`config.mk`:
```
export PLATFORM = sky130hd
export DESIGN_NAME = spiral_order_matrix_scan
export DESIGN_NICKNAME = d
export VERILOG_FILES = /design/src/rtl/som_pkg.sv /design/src/rtl/som_ctrl.sv /design/src/rtl/som_datapath.sv /design/src/rtl/spiral_order_matrix_scan.sv
export SDC_FILE = /design/constraint.sdc
export NUM_CORES = 2
export LEC_CHECK = 0
export CORE_ASPECT_RATIO = 0.9
export CORE_MARGIN = 5
export CORE_UTILIZATION = 60
export CTS_CLUSTER_DIAMETER = 30
export DETAILED_ROUTE_END_ITERATION = 16
export DONT_BUFFER_PORTS = 1
export PLACE_DENSITY = 0.76
export SYNTH_ARGS = -nofsm -noshare
export SYNTH_HDL_FRONTEND = slang
export SYNTH_SLANG_ARGS = --single-unit
```
`constraint.sdc`:
```
create_clock -name clk_i -period 13.11 [get_ports clk_i]
set_clock_uncertainty 0.05 [all_clocks]
set_input_delay 0.6555 -clock clk_i [delete_from_list [all_inputs] [get_ports clk_i]]
set_output_delay 0.6555 -clock clk_i [all_outputs]
set_load 0.005 [all_outputs]
```
`src/rtl/som_pkg.sv`:
```
package som_pkg;

  localparam int unsigned VALUE_W = 32;
  localparam int unsigned IDX_W   = 3;
  localparam int unsigned SIZE_W  = 4;
  localparam int unsigned RING_W  = 2;

  typedef enum logic [2:0] {
    ST_LOAD = 3'b001,
    ST_READ = 3'b010,
    ST_SHOW = 3'b100
  } state_e;

  typedef enum logic [1:0] {
    DIR_TOP    = 2'd0,
    DIR_RIGHT  = 2'd1,
    DIR_BOTTOM = 2'd2,
    DIR_LEFT   = 2'd3
  } dir_e;

  typedef struct packed {
    logic load;     // write incoming word, bump load count
    logic start;    // reset spiral walker
    logic read;     // read store at walker position into output register
    logic advance;  // step walker to next position
  } cmd_t;

  typedef struct packed {
    logic load_last;  // current load fills the matrix
    logic out_last;   // word in output register ends the spiral
  } status_t;

endpackage

```
`src/rtl/som_ctrl.sv`:
```
module som_ctrl (
  input  logic            clk_i,
  input  logic            rst_ni,
  input  logic            in_valid_i,
  output logic            in_ready_o,
  output logic            out_valid_o,
  input  logic            out_ready_i,
  input  som_pkg::status_t status_i,
  output som_pkg::cmd_t    cmd_o
);

  som_pkg::state_e state_q, state_d;

  always_ff @(posedge clk_i or negedge rst_ni) begin
    if (!rst_ni) begin
      state_q <= som_pkg::ST_LOAD;
    end else begin
      state_q <= state_d;
    end
  end

  always_comb begin
    state_d     = state_q;
    cmd_o       = '0;
    in_ready_o  = 1'b0;
    out_valid_o = 1'b0;
    case (state_q)
      som_pkg::ST_LOAD: begin
        in_ready_o = 1'b1;
        if (in_valid_i) begin
          cmd_o.load = 1'b1;
          if (status_i.load_last) begin
            cmd_o.start = 1'b1;
            state_d     = som_pkg::ST_READ;
          end
        end
      end
      som_pkg::ST_READ: begin
        cmd_o.read = 1'b1;
        state_d    = som_pkg::ST_SHOW;
      end
      som_pkg::ST_SHOW: begin
        out_valid_o = 1'b1;
        if (out_ready_i) begin
          if (status_i.out_last) begin
            state_d = som_pkg::ST_LOAD;
          end else begin
            cmd_o.advance = 1'b1;
            state_d       = som_pkg::ST_READ;
          end
        end
      end
      default: begin
        state_d = som_pkg::ST_LOAD;
      end
    endcase
  end

endmodule

```
`src/rtl/som_datapath.sv`:
```
module som_datapath #(
  parameter int unsigned MAX_SIDE = 8
) (
  input  logic                                clk_i,
  input  logic                                rst_ni,
  input  logic                                cfg_we_i,
  input  logic [som_pkg::SIZE_W-1:0]          cfg_wdata_i,
  input  logic signed [som_pkg::VALUE_W-1:0]  element_value_i,
  input  som_pkg::cmd_t                       cmd_i,
  output som_pkg::status_t                    status_o,
  output logic signed [som_pkg::VALUE_W-1:0]  value_o,
  output logic [som_pkg::IDX_W-1:0]           row_o,
  output logic [som_pkg::IDX_W-1:0]           col_o,
  output logic                                last_o
);

  localparam int unsigned DEPTH = MAX_SIDE * MAX_SIDE;
  localparam int unsigned AW    = (DEPTH > 1) ? $clog2(DEPTH) : 1;
  localparam int unsigned LW    = som_pkg::IDX_W + som_pkg::SIZE_W;

  logic [som_pkg::VALUE_W-1:0] mem [DEPTH];

  logic [som_pkg::SIZE_W-1:0] side_q, side_d;
  logic [AW-1:0]              load_cnt_q, load_cnt_d;
  logic [AW-1:0]              emit_cnt_q, emit_cnt_d;
  logic [som_pkg::RING_W-1:0] ring_q, ring_d;
  logic [som_pkg::IDX_W-1:0]  row_q, row_d;
  logic [som_pkg::IDX_W-1:0]  col_q, col_d;
  som_pkg::dir_e              dir_q, dir_d;

  logic [som_pkg::VALUE_W-1:0] value_q;
  logic [som_pkg::IDX_W-1:0]   row_out_q;
  logic [som_pkg::IDX_W-1:0]   col_out_q;
  logic                        last_q;

  logic [2*som_pkg::SIZE_W-1:0] total_w;
  logic [AW-1:0]                total_m1;
  logic [LW-1:0]                lin;
  logic [AW-1:0]                rd_addr;
  logic [som_pkg::IDX_W-1:0]    end_w, end_m1, ring_p1;
  logic [som_pkg::SIZE_W-1:0]   side_clamped;

  assign total_w  = side_q * side_q;
  assign total_m1 = AW'(total_w - 1'b1);
  assign lin      = LW'(row_q) * LW'(side_q) + LW'(col_q);
  assign rd_addr  = lin[AW-1:0];
  assign end_w    = som_pkg::IDX_W'(side_q - 1'b1) - som_pkg::IDX_W'(ring_q);
  assign end_m1   = end_w - 1'b1;
  assign ring_p1  = som_pkg::IDX_W'(ring_q) + 1'b1;

  always_comb begin
    if (cfg_wdata_i == '0) begin
      side_clamped = som_pkg::SIZE_W'(1);
    end else if (cfg_wdata_i > som_pkg::SIZE_W'(MAX_SIDE)) begin
      side_clamped = som_pkg::SIZE_W'(MAX_SIDE);
    end else begin
      side_clamped = cfg_wdata_i;
    end
  end

  always_comb begin
    side_d     = side_q;
    load_cnt_d = load_cnt_q;
    if (cfg_we_i) begin
      side_d     = side_clamped;
      load_cnt_d = '0;
    end else if (cmd_i.load) begin
      load_cnt_d = (load_cnt_q == total_m1) ? '0 : load_cnt_q + 1'b1;
    end
  end

  // spiral walker: the left run stops one short of its ring's start
  always_comb begin
    ring_d     = ring_q;
    row_d      = row_q;
    col_d      = col_q;
    dir_d      = dir_q;
    emit_cnt_d = emit_cnt_q;
    if (cmd_i.start) begin
      ring_d     = '0;
      row_d      = '0;
      col_d      = '0;
      dir_d      = som_pkg::DIR_TOP;
      emit_cnt_d = '0;
    end else if (cmd_i.advance) begin
      emit_cnt_d = emit_cnt_q + 1'b1;
      case (dir_q)
        som_pkg::DIR_TOP: begin
          if (col_q == end_m1) dir_d = som_pkg::DIR_RIGHT;
          col_d = col_q + 1'b1;
        end
        som_pkg::DIR_RIGHT: begin
          if (row_q == end_m1) dir_d = som_pkg::DIR_BOTTOM;
          row_d = row_q + 1'b1;
        end
        som_pkg::DIR_BOTTOM: begin
          if (col_q == ring_p1) dir_d = som_pkg::DIR_LEFT;
          col_d = col_q - 1'b1;
        end
        som_pkg::DIR_LEFT: begin
          if (row_q == ring_p1) begin
            ring_d = ring_q + 1'b1;
            row_d  = ring_p1;
            col_d  = ring_p1;
            dir_d  = som_pkg::DIR_TOP;
          end else begin
            row_d = row_q - 1'b1;
          end
        end
        default: begin
          dir_d = som_pkg::DIR_TOP;
        end
      endcase
    end
  end

  always_ff @(posedge clk_i or negedge rst_ni) begin
    if (!rst_ni) begin
      side_q     <= som_pkg::SIZE_W'(MAX_SIDE);
      load_cnt_q <= '0;
      emit_cnt_q <= '0;
      ring_q     <= '0;
      row_q      <= '0;
      col_q      <= '0;
      dir_q      <= som_pkg::DIR_TOP;
      last_q     <= 1'b0;
    end else begin
      side_q     <= side_d;
      load_cnt_q <= load_cnt_d;
      emit_cnt_q <= emit_cnt_d;
      ring_q     <= ring_d;
      row_q      <= row_d;
      col_q      <= col_d;
      dir_q      <= dir_d;
      if (cmd_i.read) begin
        last_q <= (emit_cnt_q == total_m1);
      end
    end
  end

  always_ff @(posedge clk_i) begin
    if (cmd_i.load) begin
      mem[load_cnt_q] <= element_value_i;
    end
    if (cmd_i.read) begin
      value_q   <= mem[rd_addr];
      row_out_q <= row_q;
      col_out_q <= col_q;
    end
  end

  assign status_o.load_last = (load_cnt_q == total_m1);
  assign status_o.out_last  = last_q;

  assign value_o = value_q;
  assign row_o   = row_out_q;
  assign col_o   = col_out_q;
  assign last_o  = last_q;

endmodule

```
`src/rtl/spiral_order_matrix_scan.sv`:
```
// Collects an N by N matrix of signed 32-bit words in row-major order, one word
// per cycle while in_ready_o is high, and after the word at index N*N-1 plays
// all N*N words back in clockwise spiral order with row, column and a last
// flag on the final word. N comes from cfg_wdata_i (0 reads as 1, values above
// MAX_SIDE as MAX_SIDE); a write restarts the load. Playback reads each word
// through the single read port of the matrix store into the output register,
// then holds it there until out_ready_i takes it; no input is taken during
// playback.
module spiral_order_matrix_scan #(
  parameter int unsigned MAX_SIDE = 8
) (
  input  logic                                clk_i,
  input  logic                                rst_ni,
  input  logic                                cfg_we_i,
  input  logic [som_pkg::SIZE_W-1:0]          cfg_wdata_i,
  input  logic                                in_valid_i,
  output logic                                in_ready_o,
  input  logic signed [som_pkg::VALUE_W-1:0]  element_value_i,
  output logic                                out_valid_o,
  input  logic                                out_ready_i,
  output logic signed [som_pkg::VALUE_W-1:0]  value_o,
  output logic [som_pkg::IDX_W-1:0]           row_o,
  output logic [som_pkg::IDX_W-1:0]           col_o,
  output logic                                last_o
);

  som_pkg::cmd_t    cmd;
  som_pkg::status_t status;

  som_ctrl u_ctrl (
    .clk_i       (clk_i),
    .rst_ni      (rst_ni),
    .in_valid_i  (in_valid_i),
    .in_ready_o  (in_ready_o),
    .out_valid_o (out_valid_o),
    .out_ready_i (out_ready_i),
    .status_i    (status),
    .cmd_o       (cmd)
  );

  som_datapath #(
    .MAX_SIDE (MAX_SIDE)
  ) u_datapath (
    .clk_i           (clk_i),
    .rst_ni          (rst_ni),
    .cfg_we_i        (cfg_we_i),
    .cfg_wdata_i     (cfg_wdata_i),
    .element_value_i (element_value_i),
    .cmd_i           (cmd),
    .status_o        (status),
    .value_o         (value_o),
    .row_o           (row_o),
    .col_o           (col_o),
    .last_o          (last_o)
  );

  a_no_overlap: assert property (@(posedge clk_i) disable iff (!rst_ni)
    !(in_ready_o && out_valid_o))
    else $error("load and playback active together");

  a_last_returns: assert property (@(posedge clk_i) disable iff (!rst_ni)
    out_valid_o && out_ready_i && last_o |=> in_ready_o)
    else $error("no return to loading after last word");

  a_next_read: assert property (@(posedge clk_i) disable iff (!rst_ni)
    out_valid_o && out_ready_i && !last_o |=> !out_valid_o && !in_ready_o)
    else $error("playback did not continue after word");

  a_load_full: assert property (@(posedge clk_i) disable iff (!rst_ni)
    in_valid_i && in_ready_o && !cfg_we_i && status.load_last |=> !in_ready_o)
    else $error("full matrix did not start playback");

endmodule
```
==> impl.org <==
** Critical path
- The worst register-to-register path has a setup slack of roughly 6.4 ns.
- Dominant delay contributor by cell family on the critical path :: adder cells
- The critical path is of the reg2reg type.
- Cells on worst reg2reg path :: 13
- For this design, the slowest cell found on the critical path is sky130_fd_sc_hd__fa_4.
- Critical Path Source Type :: flop
- Along the worst path, the maximum fanout reaches 110.
- The endpoint identified for the worst register-to-register timing path is u_datapath.value_o[30].
- Total buffers and inverters traversed by the critical path :: 4
- The worst register-to-register path begins at u_datapath.side_q[1].
- For the worst setup path, the data required time is about 14 ns.
- On the worst path, the slowest cell contributes a delay of 1.21 ns.
- Traced cell by cell, the critical path runs through inv_1, nor2_1, fa_1, inv_1, fa_1, fa_4, buf_12, buf_12, mux4_2, mux2i_1, nand2_1, a32oi_1, nand3_1.
- Data arrival time of the critical path :: 7.20 ns
- STA classifies the critical path endpoint as a flop.

** Timing
- Final setup violation count :: 0
- Relative slew slack :: 22.74%
- After routing, the total negative slack on setup checks comes to 0 ns.
- Transition time at the pin with the least slew margin :: about 1.2 ns
- Tmin final :: about 6.7 ns
- Timing would allow up to between 0.1 and 0.15 GHz.
- Final Cycle Share :: roughly half
- The final number of max-transition violations came to 0.
- RSZ-0062 raised after global routing :: no
- The count of endpoints failing hold in the final timing report is 0.

** Synth
- Ys async rst share :: roughly 1.4%
- After technology mapping, the gate count stands at ~3.5k.
- In this run, synthesis inferred around 2.1k flip-flops with an integrated enable.
- Area share of the leading cell type in the synthesized netlist :: about three quarters
- Commonest register cell after synthesis :: sky130_fd_sc_hd__edfxtp_1
- The number of nets handed over by synthesis was ~3.6k.
- Syn avg cell area :: approximately 23 sq um
- In the post-synthesis netlist, the cell with the most instances is sky130_fd_sc_hd__edfxtp_1.
- By area the synthesized netlist is led by sky130_fd_sc_hd__edfxtp_1 76%, sky130_fd_sc_hd__mux4_2 16%, sky130_fd_sc_hd__mux2i_1 1.2%.
- Yosys synthesis warning count :: 0
- Part of the Yosys area used for sequential elements :: ~77%
- Summing every instance area after synthesis gives 81950 sq um.
- Flip-flop and latch count after synthesis :: ~2.1k
- sky130_fd_sc_hd__edfxtp_1 takes more of the synthesized area than any other cell.
- Counting instances in the post-synthesis netlist gives the leading cell types as 2086 x sky130_fd_sc_hd__edfxtp_1, 592 x sky130_fd_sc_hd__mux4_2, 130 x sky130_fd_sc_hd__nand2_1.
- The number of different library cells used by synthesis comes to between 60 and 70.

** Worst hold path
- Type of the worst min-delay path :: in2reg
- Cell depth of the worst hold path :: 1
- The worst hold path begins at element_value_i[22].
- The worst hold path terminates at u_datapath.mem[13][22].

** Power and ir drop
- After layout, the design draws a total of 17.51 mW.
- Of the total power, registers draw between 40% and 50%.
- The clock network burns around half of the power.
- Net switching is 23.10% of the power.
- Internal power comes to 13.47 mW.
- IR drop worst, VDD :: roughly 0.19 mV
- Summed over all cells, the static leakage comes to between 30 and 40 nW.
- For this design the total switching power over the nets is ~4.0 mW.
- Combinational cells account for about 6.7% of the total power.
- Dividing total power by cell area gives a power density of about 180 nW/um^2.

** GRT
- Pin count of the biggest net entering global routing :: 131
- The number of antenna violations at the first check in global routing was 3.
- Leftover overflow at the end of global routing :: 0
- All-layer global routing usage :: approximately 33%
- The number of global-route vias before repair was around 43k.
- The first global-routing pass estimated 328400 um of wire.

** Place
- After legalization and detailed placement, the total HPWL measured approximately 99000 um.
- Placed standard-cell area :: 84690 sq um
- After detailed placement, the design holds a cell count of ~5.3k.
- Buffers placed on the I/O ports in this run total 0.
- Final weighted congestion in routability-driven placement :: 0.8167

** Clock network
- Maximum buffer depth of the clock tree :: 4
- Clk sink count :: roughly 2.1k
- Clock-pin slew of the registers on the worst-case setup and hold paths :: ~0.070 ns
- Post-CTS resize count :: 0
- The number of clock buffers added by TritonCTS is approximately 340.
- Clock root cell :: sky130_fd_sc_hd__clkbuf_16
- Skew-Pair Late Insertion Delay :: between 0.9 and 1 ns
- Post-CTS setup buffers :: 0
- TritonCTS built the clock tree.
- H-Tree Level Count :: 5
- Hold buffer count at cts :: between 40 and 50

** Floorplan
- Floorplan die area :: approximately 140000 sq um
- Height of the chip :: between 300 and 400 um
- Placement row count :: about 130
- Die outline width :: about 400 um
- The core region is approximately 140000 sq um.
- Pin placement for this block handled between 80 and 90 I/O pins.
- For this configuration, the core starts out at a cell density of roughly three fifths.

** Detailed routing
- DRC violations left :: 0
- The first TritonRoute pass finished after 6 iterations.
- Post-DR vias/cell :: slightly above 7
- After detailed routing, the average wire length per cell comes to 39.26 um.
- The final layout contains routed wiring with a total length of roughly 230000 um.
- The detailed router placed ~42k vias in this run.
- DRT iter0 DRCs :: about 7k
- In this run the remaining antenna-violating nets after routing total 0.

** Finish
- FILL cells :: 7281
- Summing all multi-input logic gate instances after layout gives roughly 18000 sq um.
- The finished cells cover around 97000 sq um.
- Across the whole layout, storage elements account for 63390 sq um.
- The area growth from synthesis to layout is 18.02%.
- Final cell count without fillers :: approximately 5.9k
- Fraction of final layout cells sized beyond drive strength 1 :: between 30% and 40%
- 0 antenna diodes ended up in the layout.
- After the last flow step, the layout net total stands at slightly below 4k.

** Outcome
- Run status :: completed

** Flow run
- Across the run, the number of max-cap violations was 0.
[power groups by stage]
stage               registers (mW)  logic (mW)  clock network [mW]
global route                  7.48        1.21                9.25
CTS                           7.49        1.15                8.86
finish                        7.49        1.17                8.85
global placement              7.62       0.970                   0
detailed placement            7.62       0.984                   0
floorplan                     7.62       0.713                   0
[routing by layer]
| metal | vias to the layer above | global-route usage (%) | wire length, um |
|---|---|---|---|
| met3 | 667 | 8.333 | 29330 |
| met2 | 3782 | 51.45 | 112500 |
| li1 | 15680 | - | - |
| met4 | 2 | 14.81 | 11730 |
| met5 | - | 0 | 13 |
| met1 | 22110 | 43.99 | 78330 |
[sequential cells by signal (all words and copies together), names as in the netlist]
signal and count:
u_ctrl.state_q 3, u_datapath.col_o 3, u_datapath.col_q 3, u_datapath.dir_q 2, u_datapath.emit_cnt_q 6, u_datapath.last_o 1
u_datapath.load_cnt_q 6, u_datapath.mem 2048, u_datapath.ring_q 2, u_datapath.row_o 3, u_datapath.row_q 3, u_datapath.side_q 4
u_datapath.value_o 32
[cell families after synthesis]
logic type / after synthesis / synth area share, %
flip-flops: 2116 / 77.35
multiplexers: 699 / 17.61
AND/OR/NAND/NOR: 356 / 2.012
buffers and inverters: 209 / 1.183
AO/OA/AOI/OAI: 96 / 0.8352
XOR/XNOR: 41 / 0.4901
adder cells (fa/ha/maj): 31 / 0.5191
[placed cells by master, fill, tap and decap left out, types with 4 or more instances in the layout]
master,count
sky130_fd_sc_hd__inv_1,22
sky130_fd_sc_hd__buf_4,82
sky130_fd_sc_hd__mux2_2,10
sky130_fd_sc_hd__nor3_1,10
sky130_fd_sc_hd__inv_6,37
sky130_fd_sc_hd__clkinv_1,25
sky130_fd_sc_hd__a21oi_1,19
sky130_fd_sc_hd__bufinv_16,36
sky130_fd_sc_hd__mux2i_1,96
sky130_fd_sc_hd__clkinv_4,35
sky130_fd_sc_hd__a22oi_1,4
sky130_fd_sc_hd__nor2_2,10
sky130_fd_sc_hd__mux4_2,592
sky130_fd_sc_hd__xnor2_1,20
sky130_fd_sc_hd__ha_1,24
sky130_fd_sc_hd__inv_8,10
sky130_fd_sc_hd__clkinv_2,47
sky130_fd_sc_hd__buf_12,10
sky130_fd_sc_hd__nor2_4,64
sky130_fd_sc_hd__dfrtp_1,28
sky130_fd_sc_hd__buf_16,31
sky130_fd_sc_hd__a32oi_1,28
sky130_fd_sc_hd__a31oi_1,5
sky130_fd_sc_hd__nand3_1,66
sky130_fd_sc_hd__nand3b_1,9
sky130_fd_sc_hd__edfxtp_1,2086
sky130_fd_sc_hd__nor2b_1,5
sky130_fd_sc_hd__and2_1,6
sky130_fd_sc_hd__nand2_1,130
sky130_fd_sc_hd__xor2_1,15
sky130_fd_sc_hd__a211oi_1,5
sky130_fd_sc_hd__nor2_1,31
sky130_fd_sc_hd__fa_1,4
sky130_fd_sc_hd__clkbuf_16,339
sky130_fd_sc_hd__clkbuf_1,27
sky130_fd_sc_hd__clkinvlp_4,32
sky130_fd_sc_hd__o211ai_1,7
sky130_fd_sc_hd__dlygate4sd3_1,8
sky130_fd_sc_hd__o21ai_0,12
[layout make-up]
cell class              instances  share of cell area (%)
well taps                    1820                   2.354
multi-input cells            1223                   18.77
clock buffers                 368                   8.904
clock inverters               225                   2.525
repair buffers                131                   1.808
flip-flops and latches       2116                   65.54
inverters                      24                 0.09314
[worst max path at each step]
stage,startpoint,end,slack (ns),depth (start not counted)
4_1_cts,u_datapath.side_q[1],u_datapath.value_o[30],6.74,13
6_report,u_datapath.side_q[1],u_datapath.value_o[30],6.41,13
2_1_floorplan,u_datapath.side_q[1],u_datapath.value_o[28],8.87,13
3_3_place_gp,u_datapath.side_q[1],u_datapath.value_o[30],6.80,13
3_5_place_dp,u_datapath.side_q[1],u_datapath.value_o[7],6.75,12
5_1_grt,u_datapath.side_q[0],u_datapath.value_o[30],6.32,11
[metrics by stage]
stage	hold WS [ns]	util [%]	setup slack (ns)
global route	0.05045	71.39	6.320
finish	0.04427	71.39	6.409
detailed placement	0.3109	62.51	6.754
global placement	0.3106	62.51	6.804
CTS	0.01866	71.39	6.744
floorplan	0.3099	-	8.871
Note: power is estimated with default switching activity, not from simulation.
